===== src/rtl/core/bbpa_pkg.sv =====
package bbpa_pkg;

  // field widths of the transaction and configuration registers
  localparam int CNT_W  = 13;
  localparam int PAGE_W = 12;
  localparam int TP_W   = 13;

  // operation codes
  localparam logic [1:0] OP_ALLOC = 2'd0;
  localparam logic [1:0] OP_FREE  = 2'd1;
  localparam logic [1:0] OP_INIT  = 2'd2;

  // result status codes
  localparam logic [1:0] ST_GRANTED = 2'd0;
  localparam logic [1:0] ST_NOSPACE = 2'd1;
  localparam logic [1:0] ST_FREED   = 2'd2;
  localparam logic [1:0] ST_INIT    = 2'd3;

  // register indexes, taken from paddr[2]
  localparam logic REG_TOTAL_PAGES    = 1'b0;
  localparam logic REG_RESERVED_PAGES = 1'b1;

  localparam logic [TP_W-1:0] TOTAL_PAGES_RESET    = 13'd4096;
  localparam logic [TP_W-1:0] RESERVED_PAGES_RESET = 13'd0;

  typedef struct packed {
    logic [1:0]        operation;
    logic [CNT_W-1:0]  page_count;
    logic [PAGE_W-1:0] first_page;
  } in_t;

  typedef struct packed {
    logic [1:0]        status;
    logic [PAGE_W-1:0] granted_page;
  } out_t;

  typedef enum logic [4:0] {
    CMD_NONE,
    CMD_CLEAR,
    CMD_LOAD,
    CMD_DECODE,
    CMD_INIT_MARK,
    CMD_SC_RD,
    CMD_SC_CHK,
    CMD_ORD,
    CMD_RD,
    CMD_WR,
    CMD_ADV,
    CMD_RJ_SETUP,
    CMD_RJ_ORD,
    CMD_RJ_R0,
    CMD_RJ_R1,
    CMD_RJ_R2,
    CMD_RJ_W,
    CMD_RJ_ADV
  } dp_cmd_e;

  typedef struct packed {
    dp_cmd_e cmd;
    logic    in_ready;
    logic    out_load;
  } ctrl_t;

  typedef struct packed {
    logic is_alloc;
    logic is_free;
    logic is_init;
    logic alloc_ok;
    logic clr_last;
    logic sc_found;
    logic sc_last;
    logic ord_stop;
    logic rng_empty;
    logic rng_last;
    logic adv_done;
    logic rj_skip;
    logic rj_stop;
    logic rj_empty;
    logic rj_last;
  } dp_stat_t;

endpackage


===== src/rtl/core/bbpa_ctrl.sv =====
module bbpa_ctrl import bbpa_pkg::*; (
  input  logic     clk,
  input  logic     rst,
  input  dp_stat_t stat,
  input  logic     in_valid,
  input  logic     out_free,
  output ctrl_t    ctl
);

  typedef enum logic [4:0] {
    S_CLEAR, S_IDLE, S_DECODE, S_INIT, S_SC_RD, S_SC_CHK,
    S_ORD, S_RD, S_WR, S_ADV,
    S_RJ_SETUP, S_RJ_ORD, S_RJ_R0, S_RJ_R1, S_RJ_R2, S_RJ_W, S_RJ_ADV,
    S_FINISH
  } state_t;

  state_t state, state_next;
  logic   boot;

  always_comb begin
    state_next = state;
    case (state)
      S_CLEAR:    if (stat.clr_last) state_next = boot ? S_IDLE : S_INIT;
      S_IDLE:     if (in_valid) state_next = S_DECODE;
      S_DECODE: begin
        if (stat.is_alloc) state_next = stat.alloc_ok ? S_SC_RD : S_FINISH;
        else if (stat.is_free) state_next = S_ORD;
        else if (stat.is_init) state_next = S_CLEAR;
        else state_next = S_FINISH;
      end
      S_INIT:     state_next = S_ORD;
      S_SC_RD:    state_next = S_SC_CHK;
      S_SC_CHK: begin
        if (stat.sc_found) state_next = S_ORD;
        else if (stat.sc_last) state_next = S_FINISH;
        else state_next = S_SC_RD;
      end
      S_ORD: begin
        if (stat.ord_stop) state_next = S_RJ_SETUP;
        else if (stat.rng_empty) state_next = S_ADV;
        else state_next = S_RD;
      end
      S_RD:       state_next = S_WR;
      S_WR:       state_next = stat.rng_last ? S_ADV : S_RD;
      S_ADV: begin
        if (!stat.adv_done) state_next = S_ORD;
        else state_next = stat.is_free ? S_RJ_SETUP : S_FINISH;
      end
      S_RJ_SETUP: state_next = stat.rj_skip ? S_FINISH : S_RJ_ORD;
      S_RJ_ORD: begin
        if (stat.rj_stop) state_next = S_FINISH;
        else if (stat.rj_empty) state_next = S_RJ_ADV;
        else state_next = S_RJ_R0;
      end
      S_RJ_R0:    state_next = S_RJ_R1;
      S_RJ_R1:    state_next = S_RJ_R2;
      S_RJ_R2:    state_next = S_RJ_W;
      S_RJ_W:     state_next = stat.rj_last ? S_RJ_ADV : S_RJ_R0;
      S_RJ_ADV:   state_next = S_RJ_ORD;
      S_FINISH:   if (out_free) state_next = S_IDLE;
      default:    state_next = S_IDLE;
    endcase
  end

  always_ff @(posedge clk) begin
    if (rst) begin
      state <= S_CLEAR;
      boot  <= 1'b1;
    end else begin
      state <= state_next;
      if (state == S_CLEAR && stat.clr_last) boot <= 1'b0;
    end
  end

  always_comb begin
    ctl.in_ready = (state == S_IDLE);
    ctl.out_load = (state == S_FINISH) && out_free;
    case (state)
      S_CLEAR:    ctl.cmd = CMD_CLEAR;
      S_IDLE:     ctl.cmd = in_valid ? CMD_LOAD : CMD_NONE;
      S_DECODE:   ctl.cmd = CMD_DECODE;
      S_INIT:     ctl.cmd = CMD_INIT_MARK;
      S_SC_RD:    ctl.cmd = CMD_SC_RD;
      S_SC_CHK:   ctl.cmd = CMD_SC_CHK;
      S_ORD:      ctl.cmd = CMD_ORD;
      S_RD:       ctl.cmd = CMD_RD;
      S_WR:       ctl.cmd = CMD_WR;
      S_ADV:      ctl.cmd = CMD_ADV;
      S_RJ_SETUP: ctl.cmd = CMD_RJ_SETUP;
      S_RJ_ORD:   ctl.cmd = CMD_RJ_ORD;
      S_RJ_R0:    ctl.cmd = CMD_RJ_R0;
      S_RJ_R1:    ctl.cmd = CMD_RJ_R1;
      S_RJ_R2:    ctl.cmd = CMD_RJ_R2;
      S_RJ_W:     ctl.cmd = CMD_RJ_W;
      S_RJ_ADV:   ctl.cmd = CMD_RJ_ADV;
      default:    ctl.cmd = CMD_NONE;
    endcase
  end

endmodule


===== config.mk =====
export PLATFORM = sky130hd
export DESIGN_NAME = bbpa_ctrl
export DESIGN_NICKNAME = d
export VERILOG_FILES = /design/src/rtl/core/bbpa_pkg.sv /design/src/rtl/core/bbpa_ctrl.sv
export SDC_FILE = /design/constraint.sdc
export NUM_CORES = 1
export LEC_CHECK = 0
export BUFFER_PORTS_ARGS = -buffer_cell sky130_fd_sc_hd__buf_2
export CAP_MARGIN = 10
export CORE_MARGIN = 4
export CORE_UTILIZATION = 52
export CTS_CLUSTER_DIAMETER = 50
export DETAILED_ROUTE_END_ITERATION = 10
export PLACE_DENSITY = 0.84
export SYNTH_ARGS = -nofsm -noshare
export SYNTH_HDL_FRONTEND = slang
export SYNTH_SLANG_ARGS = --single-unit

===== constraint.sdc =====
create_clock -name clk -period 4.1 [get_ports clk]
set_clock_uncertainty 0.05 [all_clocks]
set_input_delay 0 -clock clk [delete_from_list [all_inputs] [get_ports clk]]
set_output_delay 0 -clock clk [all_outputs]
set_load 0.005 [all_outputs]

==> metrics.yaml <==
outcome:
  status: "finished clean"
worst_setup_path:
  path_cells: "or4b_4 > a211oi_1 > nor3_1 > a311oi_2"
  worstSetupStartpointType: "register"
  required_ns: 4.21
  crit_arrival_ns: 2.10
  crit_slowest_cell: "dfxtp_1"
  worst-path-buf-inv: 0
  r2r_start: "state[1]"
  cp-end-kind: "register"
  crit_family: "flip-flops"
  critPathKind: "register to register"
  critPathMaxStageDelay_ns: 0.70
  startpoint: "state[1]"
  crit_fanout: 21
sta:
  finalHoldViolCount: 0
  tightest_slew_ns: 0.884
  rsz0062_at_grt: "no"
  setup_tns_ns: 0
  setup_viol: 0
  clock.fmax_ghz: 0.503
  relSlewSlack_pct: 41.0
  finalWorstSetupSlack_ns: 2.11
  drv_slew: 0
  min_period_ns: 1.99
  period_share_pct: 48.5
clock_tree:
  clockRootBuffer: "clkbuf_4"
  clkSlewWorstSetupHoldPaths_ns: 0.04
  cts.sink_count: 6
  cts_setup_buffers: 0
  numCtsBuffers: 3
  htreeDepth: 1
  post_cts_resized: 0
  clk_latency_ns: 0.24
  clockBufferDepth: 2
  tritoncts: "done"
  hold_buffers: 1
global_route:
  overflow: 0
  grt_start_max_net_pins: 30
  antenna_found_initial: 0
  grt_pass1_wl_um: 3590
  grt_usage_pct: 23.6
  busiest_layer: "met2"
  grt_pass1_vias: 771
  grtUsageMet3_pct: 3.56
  use_met1_pct: 29.6
  met2_usage_pct: 39.3
routing:
  vias_per_cell: 6.39
  wl_per_cell_um: 15.0
  drc: 0
  drtIter0Drc: 47
  vias: 927
  final_antenna_net_count: 0
  wirelength_um: 2180
  dr.pass1.iters: 4
pwr:
  p_per_area_nw_per_um2: 587
  ir_worst_vdd_mv: 0.305
  p_leak_nw: 0.366
synthesis:
  ys.flop_type: "dfxtp_1"
  synth_seq_cells: 6
  synthArstFlopShare_pct: 0
  yosys_warnings: 0
  synth_cell_types: 43
  avgSynthCellArea_um2: 6.84
  syn_inst: 110
  seq_area_frac_synth_pct: 16.0
  syn-cell-area_um2: 752
  synth_edf_count: 0
  synth_nets: 129
final_layout:
  fill_cells: 124
  syn_to_final_growth_pct: 18.3
  final_nets: 151
  n_antenna_cell: 0
  fin_util_pct: 66.7
  multiInputGateArea_um2: 574
  design_area_um2: 890
  final_layout_size_suffix_gt1_share_pct: 24.6
  ff_latch_area_um2: 120
floorplan:
  die_y_um: 46.0
  die_w_um: 46.0
  io_pins: 26
  initial_core_util_pct: 56.4
  dieArea_um2: 2120
  fp-row-count: 13
  core_area_um2: 1330
place:
  gp_congestion: 0.849
  place_ws_ns: 2.14
  dpl_cell_area_um2: 857
  io_buffers: 25
  hpwl_um: 1630
flow_run:
  drv_cap: 0
min_path:
  hp-class: "input port to register"
  min_from: "out_free"
[power breakdown]
| part | internal, mW | switching, mW |
|---|---|---|
| Clock | 0.0331 | 0.0205 |
| Combinational | 0.158 | 0.148 |
| Sequential | 0.0785 | 0.0840 |
| Total | 0.269 | 0.253 |
[state kept, by name, indices dropped and copies added (netlist names)]
signal / cells
state: 5
boot: 1
[metal layers]
metal	part of all wire [%]	vias up	routed length, µm
met3	7.5	4	164
li1	-	457	-
met4	0.78	0	17
met5	0	-	0
met1	42	427	910
met2	50	39	1090
[cell usage after synthesis (all sizes together) (2+ instances only)]
library cell,count,area [µm²]
o211a,2,20.0
nand2b,7,43.8
a31oi,3,18.8
a21oi,5,25.0
nand2,6,22.5
nand3,4,20.0
inv,5,18.8
nand4,2,12.5
o22ai,2,12.5
or3,5,36.3
clkbuf,7,26.3
nor3b,2,15.0
a41oi,2,17.5
nor2b,3,18.8
o21ai,6,30.0
nor2,13,48.8
nor3,7,35.0
dfxtp,6,120
buf,2,12.5
[area by class of cell]
cell class	instances	share of cell area [%]
inverter	5	2.11
sequential	6	13.5
clock buffer	3	2.53
tap	15	2.11
multi-input combinational	90	64.6
timing repair buffer	26	15.2
[worst register-to-register path, stage by stage, from the launching register on]
cell	delay, ns
dfxtp_1	0.70
or4b_4	0.58
a211oi_1	0.21
nor3_1	0.12
a311oi_2	0.25
[cells by family after synthesis]
logic type             count (synthesis)  share of synthesized area (%)
XOR/XNOR                               2                           2.33
AND/OR/NAND/NOR                       57                           43.8
flip-flops                             6                           16.0
buffers and inverters                 14                           7.65
AO/OA/AOI/OAI                         31                           30.3
[placed cells by master, fill, tap and decap left out, types with 3 or more instances in the layout]
cell type and n:
buf_2 25, a31oi_1 3, a21oi_1 5, o21ai_0 4, inv_1 5, nor2b_1 3
nor2_1 13, nor3_1 7, clkbuf_4 3, nand2b_1 7, or3_1 4, nand3_1 4
dfxtp_1 6, nand2_1 6
[final timing paths]
check	cells after the start	slack, ns	endpoint
max	4	2.11	state[0]
min reg2reg	2	0.41	boot
min	3	0.02	state[4]
max reg2reg	4	2.11	state[0]
[stage by stage]
| stage | std cells | hold WS [ns] | power [mW] |
|---|---|---|---|
| after global routing | 145 | 0.0386 | 0.571 |
| final | 145 | 0.0244 | 0.522 |
| after detailed placement | 141 | 0.191 | 0.464 |
| after global placement | 141 | 0.186 | 0.452 |
| after CTS | 145 | 0.0203 | 0.521 |
| after floorplan | 110 | 0.0179 | 0.390 |
No activity file was read; power rests on OpenSTA's default activity.
